## src/mmf_pkg.sv

```systemverilog
// Shared types, constants and helpers of the mouse motion filter.
// Depends on nothing; used by every module of the block.
`default_nettype none

package mmf_pkg;

    localparam int DEF_HISTORY_DEPTH = 10;
    localparam int DEF_FRACTION_BITS = 8;

    localparam int SAMPLE_W   = 16;
    localparam int OUT_W      = 24;
    localparam int DIR_W      = 2;
    localparam int WEIGHT_W   = 17;
    localparam int FACTOR_W   = 16;
    localparam int CFG_IDX_W  = 1;
    localparam int CFG_DATA_W = 16;
    localparam int WIDE_W     = 48;

    localparam logic [WEIGHT_W-1:0] UNITY_WEIGHT  = 17'h1_0000;
    localparam logic [FACTOR_W-1:0] FACTOR_RESET  = 16'd13107;

    localparam logic signed [WIDE_W-1:0] SAT_MAX = 48'sh7F_FFFF;
    localparam logic signed [WIDE_W-1:0] SAT_MIN = -48'sh80_0000;

    localparam logic signed [DIR_W-1:0] DIR_FWD  = 2'sb01;
    localparam logic signed [DIR_W-1:0] DIR_BACK = 2'sb11;
    localparam logic signed [DIR_W-1:0] DIR_NONE = 2'sb00;

    typedef enum logic [CFG_IDX_W-1:0] {
        REG_FILTER_ENABLE,
        REG_WEIGHT_FACTOR
    } t_cfg_reg;

    typedef enum logic [2:0] {
        ST_IDLE,
        ST_MAC,
        ST_DRAIN,
        ST_DIV_INIT,
        ST_DIV,
        ST_FINISH
    } t_state;

    typedef struct packed {
        logic load;
        logic mac;
        logic drain;
        logic div_start;
        logic div_step;
        logic finish;
    } t_dp_cmd;

    typedef struct packed {
        logic out_free;
    } t_dp_status;

    // Clamp a wide signed value to the signed 24-bit output range.
    function automatic logic signed [OUT_W-1:0] sat_out(input logic signed [WIDE_W-1:0] v);
        logic signed [OUT_W-1:0] r;
        if (v > SAT_MAX) begin
            r = SAT_MAX[OUT_W-1:0];
        end else if (v < SAT_MIN) begin
            r = SAT_MIN[OUT_W-1:0];
        end else begin
            r = v[OUT_W-1:0];
        end
        return r;
    endfunction

endpackage

`default_nettype wire

```

## src/mmf_divider.sv

```systemverilog
// Restoring divider, one quotient bit per cycle while i_step is high, truncating toward zero.
// Depends on mmf_pkg.
`default_nettype none

module mmf_divider
    import mmf_pkg::*;
#(
    parameter int NUM_W     = 38,
    parameter int DEN_W     = 21,
    parameter int FRAC_BITS = DEF_FRACTION_BITS
) (
    input  wire logic                           i_clk,
    input  wire logic                           i_start,
    input  wire logic                           i_step,
    input  wire logic signed [NUM_W-1:0]        i_num,
    input  wire logic        [DEN_W-1:0]        i_den,
    output logic signed [SAMPLE_W+FRAC_BITS:0]  o_quot
);

    localparam int QW  = SAMPLE_W + FRAC_BITS;
    localparam int DVW = NUM_W + FRAC_BITS;

    logic [NUM_W-1:0] mag;
    logic [DVW-1:0]   dvd_full;
    logic [DEN_W:0]   trial;
    logic [DEN_W:0]   diff;
    logic             fits;

    logic [DEN_W-1:0] r_rem;
    logic [QW-1:0]    r_dvd;   // dividend bits going out, quotient bits coming in
    logic             r_neg;

    always_comb begin
        mag      = i_num[NUM_W-1] ? NUM_W'(-i_num) : NUM_W'(i_num);
        dvd_full = DVW'(mag) << FRAC_BITS;
        trial    = {r_rem, r_dvd[QW-1]};
        diff     = trial - {1'b0, i_den};
        fits     = (trial >= {1'b0, i_den});
    end

    // Top part of the scaled dividend is below the divisor, so only QW steps remain.
    always_ff @(posedge i_clk) begin
        if (i_start) begin
            r_rem <= DEN_W'(dvd_full >> QW);
            r_dvd <= dvd_full[QW-1:0];
            r_neg <= i_num[NUM_W-1];
        end else if (i_step) begin
            r_rem <= fits ? diff[DEN_W-1:0] : trial[DEN_W-1:0];
            r_dvd <= {r_dvd[QW-2:0], fits};
        end
    end

    assign o_quot = r_neg ? -$signed({1'b0, r_dvd}) : $signed({1'b0, r_dvd});

endmodule

`default_nettype wire

```

## src/mmf_datapath.sv

```systemverilog
// Datapath: history lines, shared weight multiply-accumulate, two dividers,
// smoothing and the output register. Depends on mmf_pkg and mmf_divider.
`default_nettype none

module mmf_datapath
    import mmf_pkg::*;
#(
    parameter int HISTORY_DEPTH = DEF_HISTORY_DEPTH,
    parameter int FRACTION_BITS = DEF_FRACTION_BITS
) (
    input  wire logic                        i_clk,
    input  wire logic                        i_rst_n,
    input  wire t_dp_cmd                     i_cmd,
    output t_dp_status                       o_status,
    input  wire logic signed [SAMPLE_W-1:0]  i_motion_x,
    input  wire logic signed [SAMPLE_W-1:0]  i_motion_y,
    input  wire logic signed [SAMPLE_W-1:0]  i_wheel_count,
    input  wire logic                        i_filter_enable,
    input  wire logic [FACTOR_W-1:0]         i_weight_factor,
    input  wire logic                        i_out_ready,
    output logic                             o_out_valid,
    output logic signed [OUT_W-1:0]          o_filtered_x,
    output logic signed [OUT_W-1:0]          o_filtered_y,
    output logic signed [DIR_W-1:0]          o_wheel_direction
);

    localparam int PROD_W = SAMPLE_W + WEIGHT_W + 1;
    localparam int ACC_W  = PROD_W + $clog2(HISTORY_DEPTH);
    localparam int TOT_W  = WEIGHT_W + $clog2(HISTORY_DEPTH);
    localparam int QW     = SAMPLE_W + FRACTION_BITS;

    logic signed [SAMPLE_W-1:0] r_hist_x [HISTORY_DEPTH];
    logic signed [SAMPLE_W-1:0] r_hist_y [HISTORY_DEPTH];
    logic signed [OUT_W-1:0]    r_prev_x;
    logic signed [OUT_W-1:0]    r_prev_y;
    logic                       r_out_valid;

    logic                        r_filt;
    logic [WEIGHT_W-1:0]         r_w;
    logic [TOT_W-1:0]            r_total;
    logic signed [PROD_W-1:0]    r_prod_x;
    logic signed [PROD_W-1:0]    r_prod_y;
    logic signed [ACC_W-1:0]     r_acc_x;
    logic signed [ACC_W-1:0]     r_acc_y;
    logic signed [OUT_W-1:0]     r_raw_x;
    logic signed [OUT_W-1:0]     r_raw_y;
    logic signed [DIR_W-1:0]     r_wheel;
    logic signed [OUT_W-1:0]     r_out_x;
    logic signed [OUT_W-1:0]     r_out_y;
    logic signed [DIR_W-1:0]     r_out_dir;

    logic [WEIGHT_W+FACTOR_W-1:0] w_prod;
    logic [WEIGHT_W-1:0]          w_next;
    logic signed [PROD_W-1:0]     prod_x;
    logic signed [PROD_W-1:0]     prod_y;
    logic signed [QW:0]           quot_x;
    logic signed [QW:0]           quot_y;
    logic signed [OUT_W-1:0]      avg_x;
    logic signed [OUT_W-1:0]      avg_y;
    logic signed [OUT_W:0]        sum_x;
    logic signed [OUT_W:0]        sum_y;
    logic signed [OUT_W:0]        adj_x;
    logic signed [OUT_W:0]        adj_y;
    logic                         out_free;

    always_comb begin
        w_prod   = r_w * i_weight_factor;
        w_next   = w_prod[WEIGHT_W+FACTOR_W-1:FACTOR_W];
        prod_x   = r_hist_x[0] * $signed({1'b0, r_w});
        prod_y   = r_hist_y[0] * $signed({1'b0, r_w});
        avg_x    = sat_out(WIDE_W'(quot_x));
        avg_y    = sat_out(WIDE_W'(quot_y));
        sum_x    = (OUT_W+1)'(avg_x) + (OUT_W+1)'(r_prev_x);
        sum_y    = (OUT_W+1)'(avg_y) + (OUT_W+1)'(r_prev_y);
        // bias negative sums by one so the halving truncates toward zero
        adj_x    = sum_x + (OUT_W+1)'(sum_x[OUT_W]);
        adj_y    = sum_y + (OUT_W+1)'(sum_y[OUT_W]);
        out_free = !r_out_valid || i_out_ready;
    end

    // History lines: shift in on a filtered item, rotate once per tap during the sum.
    always_ff @(posedge i_clk) begin
        if (!i_rst_n) begin
            for (int i = 0; i < HISTORY_DEPTH; i++) begin
                r_hist_x[i] <= '0;
                r_hist_y[i] <= '0;
            end
        end else if (i_cmd.load && i_filter_enable) begin
            for (int i = 1; i < HISTORY_DEPTH; i++) begin
                r_hist_x[i] <= r_hist_x[i-1];
                r_hist_y[i] <= r_hist_y[i-1];
            end
            r_hist_x[0] <= i_motion_x;
            r_hist_y[0] <= i_motion_y;
        end else if (i_cmd.mac) begin
            for (int i = 0; i < HISTORY_DEPTH; i++) begin
                r_hist_x[i] <= r_hist_x[(i + 1) % HISTORY_DEPTH];
                r_hist_y[i] <= r_hist_y[(i + 1) % HISTORY_DEPTH];
            end
        end
    end

    always_ff @(posedge i_clk) begin
        if (!i_rst_n) begin
            r_prev_x    <= '0;
            r_prev_y    <= '0;
            r_out_valid <= 1'b0;
        end else begin
            if (i_cmd.finish && r_filt) begin
                r_prev_x <= avg_x;
                r_prev_y <= avg_y;
            end
            if (i_cmd.finish) begin
                r_out_valid <= 1'b1;
            end else if (i_out_ready) begin
                r_out_valid <= 1'b0;
            end
        end
    end

    // Multiply-accumulate: product registered, added to the accumulator in the following cycle.
    always_ff @(posedge i_clk) begin
        if (i_cmd.load) begin
            r_filt   <= i_filter_enable;
            r_w      <= UNITY_WEIGHT;
            r_total  <= '0;
            r_prod_x <= '0;
            r_prod_y <= '0;
            r_acc_x  <= '0;
            r_acc_y  <= '0;
            r_raw_x  <= sat_out(WIDE_W'(i_motion_x) <<< FRACTION_BITS);
            r_raw_y  <= sat_out(WIDE_W'(i_motion_y) <<< FRACTION_BITS);
            r_wheel  <= i_wheel_count[SAMPLE_W-1] ? DIR_BACK :
                        ((|i_wheel_count) ? DIR_FWD : DIR_NONE);
        end else if (i_cmd.mac) begin
            r_prod_x <= prod_x;
            r_prod_y <= prod_y;
            r_acc_x  <= r_acc_x + ACC_W'(r_prod_x);
            r_acc_y  <= r_acc_y + ACC_W'(r_prod_y);
            r_total  <= r_total + TOT_W'(r_w);
            r_w      <= w_next;
        end else if (i_cmd.drain) begin
            r_acc_x  <= r_acc_x + ACC_W'(r_prod_x);
            r_acc_y  <= r_acc_y + ACC_W'(r_prod_y);
        end
    end

    always_ff @(posedge i_clk) begin
        if (i_cmd.finish) begin
            r_out_x   <= r_filt ? adj_x[OUT_W:1] : r_raw_x;
            r_out_y   <= r_filt ? adj_y[OUT_W:1] : r_raw_y;
            r_out_dir <= r_wheel;
        end
    end

    mmf_divider #(
        .NUM_W     (ACC_W),
        .DEN_W     (TOT_W),
        .FRAC_BITS (FRACTION_BITS)
    ) u_div_x (
        .i_clk   (i_clk),
        .i_start (i_cmd.div_start),
        .i_step  (i_cmd.div_step),
        .i_num   (r_acc_x),
        .i_den   (r_total),
        .o_quot  (quot_x)
    );

    mmf_divider #(
        .NUM_W     (ACC_W),
        .DEN_W     (TOT_W),
        .FRAC_BITS (FRACTION_BITS)
    ) u_div_y (
        .i_clk   (i_clk),
        .i_start (i_cmd.div_start),
        .i_step  (i_cmd.div_step),
        .i_num   (r_acc_y),
        .i_den   (r_total),
        .o_quot  (quot_y)
    );

    assign o_status.out_free = out_free;
    assign o_out_valid       = r_out_valid;
    assign o_filtered_x      = r_out_x;
    assign o_filtered_y      = r_out_y;
    assign o_wheel_direction = r_out_dir;

endmodule

`default_nettype wire

```

## src/mmf_ctrl.sv

```systemverilog
// Controller: sequences load, tap accumulation, division and result hand-off.
// Depends on mmf_pkg.
`default_nettype none

module mmf_ctrl
    import mmf_pkg::*;
#(
    parameter int HISTORY_DEPTH = DEF_HISTORY_DEPTH,
    parameter int FRACTION_BITS = DEF_FRACTION_BITS
) (
    input  wire logic       i_clk,
    input  wire logic       i_rst_n,
    input  wire logic       i_valid,
    input  wire logic       i_filter_enable,
    input  wire t_dp_status i_status,
    output logic            o_ready,
    output t_dp_cmd         o_cmd
);

    localparam int QW      = SAMPLE_W + FRACTION_BITS;
    localparam int CNT_MAX = (HISTORY_DEPTH > QW) ? HISTORY_DEPTH : QW;
    localparam int CNT_W   = $clog2(CNT_MAX);

    t_state           r_state;
    t_state           n_state;
    logic [CNT_W-1:0] r_cnt;
    logic [CNT_W-1:0] n_cnt;
    logic             accept;

    assign accept = i_valid && (r_state == ST_IDLE);

    always_ff @(posedge i_clk) begin
        if (!i_rst_n) begin
            r_state <= ST_IDLE;
            r_cnt   <= '0;
        end else begin
            r_state <= n_state;
            r_cnt   <= n_cnt;
        end
    end

    always_comb begin
        n_state = r_state;
        n_cnt   = r_cnt;
        case (r_state)
            ST_IDLE: begin
                n_cnt = '0;
                if (accept) begin
                    n_state = i_filter_enable ? ST_MAC : ST_FINISH;
                end
            end
            ST_MAC: begin
                n_cnt = r_cnt + 1'b1;
                if (r_cnt == CNT_W'(HISTORY_DEPTH - 1)) begin
                    n_state = ST_DRAIN;
                end
            end
            ST_DRAIN: begin
                n_cnt   = '0;
                n_state = ST_DIV_INIT;
            end
            ST_DIV_INIT: begin
                n_cnt   = '0;
                n_state = ST_DIV;
            end
            ST_DIV: begin
                n_cnt = r_cnt + 1'b1;
                if (r_cnt == CNT_W'(QW - 1)) begin
                    n_state = ST_FINISH;
                end
            end
            ST_FINISH: begin
                if (i_status.out_free) begin
                    n_state = ST_IDLE;
                end
            end
            default: begin
                n_state = ST_IDLE;
                n_cnt   = '0;
            end
        endcase
    end

    always_comb begin
        o_ready          = (r_state == ST_IDLE);
        o_cmd            = '0;
        o_cmd.load       = accept;
        o_cmd.mac        = (r_state == ST_MAC);
        o_cmd.drain      = (r_state == ST_DRAIN);
        o_cmd.div_start  = (r_state == ST_DIV_INIT);
        o_cmd.div_step   = (r_state == ST_DIV);
        o_cmd.finish     = (r_state == ST_FINISH) && i_status.out_free;
    end

endmodule

`default_nettype wire

```

## src/mouse_motion_filter_unit.sv

```systemverilog
// Mouse motion filter top level: configuration registers, controller, datapath.
// Depends on mmf_pkg, mmf_ctrl, mmf_datapath (and mmf_divider below it).
//
// Usage:
//  - Input channel (i_valid / o_ready) takes one mouse report: X, Y motion and
//    wheel count. Output channel (o_valid / i_ready) gives one result per report:
//    filtered X and Y (signed, FRACTION_BITS fraction bits) and wheel direction.
//  - With filtering on, an item goes from acceptance through one step per history
//    tap in the shared multiply-accumulate, one drain step, one divider load, one
//    step per quotient bit and the write of the output register; the controller
//    then returns to idle for the next acceptance. The result shows right after
//    that write. With filtering off an item goes from acceptance straight to the
//    output register write.
//  - The output register parts the two sides: a new item is accepted while a
//    result still waits. When the receiver stalls, the finished item holds in
//    the controller until the output register frees up.
//  - Reset (synchronous, active low) clears both history lines and the previous
//    averages, drops any pending result, and sets filter_enable to 1 and
//    weight_factor to 13107. Write configuration only while the block is idle.
`default_nettype none

module mouse_motion_filter_unit
    import mmf_pkg::*;
#(
    parameter int HISTORY_DEPTH = DEF_HISTORY_DEPTH,
    parameter int FRACTION_BITS = DEF_FRACTION_BITS
) (
    input  wire logic                         i_clk,
    input  wire logic                         i_rst_n,
    // configuration write port
    input  wire logic                         i_cfg_we,
    input  wire logic [CFG_IDX_W-1:0]         i_cfg_index,
    input  wire logic [CFG_DATA_W-1:0]        i_cfg_data,
    // report input
    input  wire logic                         i_valid,
    output logic                              o_ready,
    input  wire logic signed [SAMPLE_W-1:0]   i_motion_x,
    input  wire logic signed [SAMPLE_W-1:0]   i_motion_y,
    input  wire logic signed [SAMPLE_W-1:0]   i_wheel_count,
    // filtered output
    output logic                              o_valid,
    input  wire logic                         i_ready,
    output logic signed [OUT_W-1:0]           o_filtered_x,
    output logic signed [OUT_W-1:0]           o_filtered_y,
    output logic signed [DIR_W-1:0]           o_wheel_direction
);

    logic                r_filter_enable;
    logic [FACTOR_W-1:0] r_weight_factor;

    t_dp_cmd    cmd;
    t_dp_status status;

    // Configuration registers; writes outside the list are dropped.
    always_ff @(posedge i_clk) begin
        if (!i_rst_n) begin
            r_filter_enable <= 1'b1;
            r_weight_factor <= FACTOR_RESET;
        end else if (i_cfg_we) begin
            case (t_cfg_reg'(i_cfg_index))
                REG_FILTER_ENABLE: r_filter_enable <= i_cfg_data[0];
                REG_WEIGHT_FACTOR: r_weight_factor <= i_cfg_data[FACTOR_W-1:0];
                default: begin
                end
            endcase
        end
    end

    mmf_ctrl #(
        .HISTORY_DEPTH (HISTORY_DEPTH),
        .FRACTION_BITS (FRACTION_BITS)
    ) u_ctrl (
        .i_clk           (i_clk),
        .i_rst_n         (i_rst_n),
        .i_valid         (i_valid),
        .i_filter_enable (r_filter_enable),
        .i_status        (status),
        .o_ready         (o_ready),
        .o_cmd           (cmd)
    );

    mmf_datapath #(
        .HISTORY_DEPTH (HISTORY_DEPTH),
        .FRACTION_BITS (FRACTION_BITS)
    ) u_datapath (
        .i_clk             (i_clk),
        .i_rst_n           (i_rst_n),
        .i_cmd             (cmd),
        .o_status          (status),
        .i_motion_x        (i_motion_x),
        .i_motion_y        (i_motion_y),
        .i_wheel_count     (i_wheel_count),
        .i_filter_enable   (r_filter_enable),
        .i_weight_factor   (r_weight_factor),
        .i_out_ready       (i_ready),
        .o_out_valid       (o_valid),
        .o_filtered_x      (o_filtered_x),
        .o_filtered_y      (o_filtered_y),
        .o_wheel_direction (o_wheel_direction)
    );

endmodule

`default_nettype wire

```

## config.mk

```make
export PLATFORM = sky130hd
export DESIGN_NAME = mouse_motion_filter_unit
export DESIGN_NICKNAME = d
export VERILOG_FILES = /design/src/mmf_pkg.sv /design/src/mmf_divider.sv /design/src/mmf_datapath.sv /design/src/mmf_ctrl.sv /design/src/mouse_motion_filter_unit.sv
export SDC_FILE = /design/constraint.sdc
export NUM_CORES = 2
export LEC_CHECK = 0
export BUFFER_PORTS_ARGS = -buffer_cell sky130_fd_sc_hd__buf_2
export CAP_MARGIN = 15
export CORE_MARGIN = 8
export CORE_UTILIZATION = 55
export DETAILED_ROUTE_END_ITERATION = 7
export PLACE_DENSITY = 0.83
export SLEW_MARGIN = 20
export SYNTH_ARGS = -nofsm -noshare
export SYNTH_HDL_FRONTEND = slang
export SYNTH_SLANG_ARGS = --single-unit
```

## constraint.sdc

```tcl
create_clock -name i_clk -period 19.9 [get_ports i_clk]
set_input_delay 1.99 -clock i_clk [delete_from_list [all_inputs] [get_ports i_clk]]
set_output_delay 1.99 -clock i_clk [all_outputs]
set_load 0.01 [all_outputs]
```

==> impl_metrics.py <==
metrics = {
    "clocking": {
        "cts_setup_buffers": 0,
        "ctsResizeCount": 0,
        "h-tree-depth": 3,
        "ctsHoldBuffers": 0,
        "cts.clk_slew.worst_paths_ns": 0.06,
        "numClockSinks": 753,
        "cts_tree": "done",
        "clk_latency_ns": 0.70,
        "cts_inserted_buffers": 81,
        "clockRootBuffer": "clkbuf_16",
        "clk_path_buf_depth": 3,
    },
    "placed_design": {
        "post-place-ws_ns": 12.40,
        "io_buffer_count": 121,
        "postPlaceCellArea_mm2": 0.0692,
        "gp_congestion": 0.926,
        "dp_hpwl_um": 124000,
    },
    "timing": {
        "min_period_ns": 7.66,
        "setup_ws_ns": 12.24,
        "slew_headroom": 0.195,
        "rsz0062_at_grt": "false",
        "hold_viol_final": 0,
        "setup_violations": 0,
        "tightest_slew_ns": 1.21,
        "fin_tns_setup_ns": 0,
        "fmax_ghz": 0.131,
        "skew_ns": 0.0781,
        "report.final.slew_viol_count": 0,
        "fin_crit_sh": 0.385,
    },
    "setup_path": {
        "slowest_delay_ns": 0.78,
        "r2r_setup_slack_ns": 12.24,
        "critPathArrivalTime_ns": 8.16,
        "crit_path_frequent_cell": "fa_1",
        "critPathBufInv": 6,
        "r2r_end": "u_datapath.r_prod_y[28]",
        "worstSetupPathType": "flip-flop to flip-flop",
        "path_max_fanout": 26,
        "critPathLaunchType": "flip-flop",
        "crit_family": "adder cells",
        "r2r-start": "u_datapath.r_w[7]",
        "critPathRequiredTime_ns": 20.40,
        "r2r_cells": 24,
        "crit_path_cell_trace": "buf_4 > nand2_1 > fa_1 > inv_1 > fa_1 > inv_1 > fa_1 > inv_1 > fa_1 > inv_1 > fa_1 > inv_1 > fa_1 > ha_1 > a21oi_1 > o21ai_0 > a41o_1 > or3b_2 > o211ai_1 > a21oi_1 > a31o_2 > or2_2 > nand3_1 > a21oi_1",
        "cp-end-kind": "flip-flop",
        "cpMaxStageDelayCell": "dfxtp_2",
    },
    "detailed_routing": {
        "wirelength_um": 170000,
        "remaining_drc_errors": 0,
        "drtIter0Drc": 4652,
        "ant_nets": 0,
        "first_pass_iters": 6,
        "drt-vias-per-instance": 6.01,
        "num_vias": 52426,
        "wl_per_cell_um": 19.5,
    },
    "floorplan": {
        "initial_utilization": 0.554,
        "core_area_mm2": 0.122,
        "num_io_pins": 122,
        "die-area_mm2": 0.134,
        "die_h_um": 366,
        "die_w_um": 366,
        "rows": 128,
    },
    "global_routing": {
        "grt_overflow_total": 0,
        "grt_pass1_vias": 53529,
        "grt_max_degree": 193,
        "track_usage": 0.247,
        "grt_pass1_wl_um": 275000,
        "antenna_found_initial": 5,
    },
    "yosys": {
        "yosysWarnings": 0,
        "yosysMostFrequentCell": "nand2_1",
        "syn_inst": 7159,
        "synthTopCellsByArea": "edfxtp_1, fa_1, ha_1",
        "synth-edff-count": 481,
        "ys_ff_latch": 753,
        "syn_area_mm2": 0.0676,
        "syn_area_per_cell_um2": 9.44,
        "syn_nets": 8398,
        "ys_types": 94,
        "synth_async_sr_flop_share": 0,
        "yosysSeqAreaShare": 0.294,
        "synth_top_area_cell": "edfxtp_1",
        "synth_flop_cell": "edfxtp_1",
        "synthTopCellsByCount": "nand2_1, inv_1, fa_1, ha_1, edfxtp_1",
        "netlist.area_leader.share": 0.214,
    },
    "hold_path": {
        "worstHoldStart": "u_datapath.r_wheel[1]",
        "hp-class": "flip-flop to flip-flop",
        "holdPathStages": 0,
        "worstHoldEndpoint": "u_datapath.o_wheel_direction[1]",
    },
    "status": {
        "status": "complete, no violations",
    },
    "flow_run": {
        "drv_cap": 0,
    },
    "power_and_ir_drop": {
        "total_power_mw": 11.2,
        "p_leak_nw": 31.5,
        "p_per_area_mw_per_mm2": 155,
        "power.ir.vdd_worst_uv": 147,
    },
    "final_layout": {
        "syn2layout_area_growth_pct": 6.65,
        "stdcell_area_mm2": 0.0721,
        "nNetsFinal": 8260,
        "drive_gt1_frac": 0.0559,
    },
}
report_power, final:
group / switching, mW / total (mW) / leakage, nW / internal, mW
clock network: 0.698 / 1.60 / 1.33 / 0.903
logic: 4.08 / 6.67 / 22.9 / 2.59
registers: 0.609 / 2.91 / 7.22 / 2.30
sequential cells by signal, summed over array words and instances, names as in the netlist, 2 cells and up:
| name | flops |
|---|---|
| u_datapath.r_hist_x | 160 |
| u_datapath.r_hist_y | 160 |
| u_datapath.r_acc_x | 38 |
| u_datapath.r_acc_y | 38 |
| u_datapath.r_prod_x | 34 |
| u_datapath.r_prod_y | 34 |
| u_datapath.o_filtered_x | 24 |
| u_datapath.o_filtered_y | 24 |
| u_datapath.r_prev_x | 24 |
| u_datapath.r_prev_y | 24 |
| u_datapath.u_div_x.r_dvd | 24 |
| u_datapath.u_div_y.r_dvd | 24 |
| u_datapath.r_total | 21 |
| u_datapath.u_div_x.r_rem | 21 |
| u_datapath.u_div_y.r_rem | 21 |
| u_datapath.r_w | 17 |
| r_weight_factor | 16 |
| u_datapath.r_raw_x | 16 |
| u_datapath.r_raw_y | 16 |
| u_ctrl.r_cnt | 5 |
| u_ctrl.r_state | 3 |
| u_datapath.o_wheel_direction | 2 |
| u_datapath.r_wheel | 2 |
per-stage QoR:
stage	std cells	hold WS [ns]	utilization
4_1_cts	8715	0.423	0.591
3_3_place_gp	8563	0.415	0.568
6_report	8718	0.423	0.591
5_1_grt	8716	0.428	0.591
3_5_place_dp	8563	0.408	0.568
2_1_floorplan	7159	0.400	-
logic make-up (layout without fill, tap and decap cells):
logic type	count (synthesis)	in the layout	share of synthesized area
and+or+nand+nor	2122	2122	0.147
buffers and inverters	1229	1160	0.0684
DFF	753	753	0.294
adders and majority gates	1169	1169	0.287
muxes	29	29	0.00478
xor gates and xnor gates	353	353	0.0458
other	0	3	0
AOI/OAI and AO/OA	1504	1504	0.153
area by class of cell:
cell class | instances | area [um^2]
Multi-Input combinational cell | 5177 | 43100
Fill cell | 9926 | 49800
Clock inverter | 50 | 689
Clock buffer | 102 | 2150
Antenna cell | 3 | 7.51
Inverter | 834 | 3140
Tap cell | 1625 | 2030
Timing Repair Buffer | 174 | 1030
Sequential cell | 753 | 19900
worst max-delay path by stage:
stage / startpoint / endpoint / cells after the start
5_1_grt: u_datapath.r_w[6] / u_datapath.r_w[16] / 25
3_5_place_dp: u_datapath.r_w[7] / u_datapath.r_prod_y[28] / 24
6_report: u_datapath.r_w[7] / u_datapath.r_prod_y[28] / 24
4_1_cts: u_datapath.r_w[7] / u_datapath.r_prod_y[28] / 24
2_1_floorplan: i_valid / u_datapath.r_hist_x[0][100] / 4
3_3_place_gp: u_datapath.r_w[7] / u_datapath.r_prod_y[28] / 24
layout by cell type, fill, tap and decap left out, types with 17 or more instances in the layout:
| cell | count |
|---|---|
| nand2b_1 | 66 |
| a31oi_1 | 37 |
| fa_1 | 630 |
| nand4_1 | 27 |
| o211ai_1 | 35 |
| o21a_1 | 41 |
| and2_1 | 313 |
| inv_1 | 832 |
| ha_1 | 539 |
| or4_1 | 18 |
| buf_2 | 121 |
| a22o_1 | 334 |
| clkbuf_1 | 17 |
| xor2_1 | 156 |
| and3_1 | 23 |
| nor3_1 | 55 |
| nor3b_1 | 39 |
| nand3_1 | 89 |
| nor2b_1 | 37 |
| edfxtp_1 | 481 |
| nor2_1 | 336 |
| clkbuf_16 | 81 |
| a21boi_0 | 25 |
| buf_4 | 49 |
| a211oi_1 | 59 |
| nor4_1 | 20 |
| o31ai_1 | 56 |
| or3_1 | 28 |
| a21oi_1 | 379 |
| o41ai_1 | 23 |
| a21o_1 | 105 |
| o21bai_1 | 25 |
| o21ai_0 | 252 |
| xnor2_1 | 197 |
| nand2_1 | 1003 |
| dfxtp_1 | 257 |
metal layers:
| layer | share of wire | track usage |
|---|---|---|
| met4 | 0.053 | 0.119 |
| met3 | 0.077 | 0.0384 |
| met1 | 0.40 | 0.315 |
| met5 | 0.000077 | 0 |
| met2 | 0.47 | 0.410 |
(Power assumes the default switching activity.)
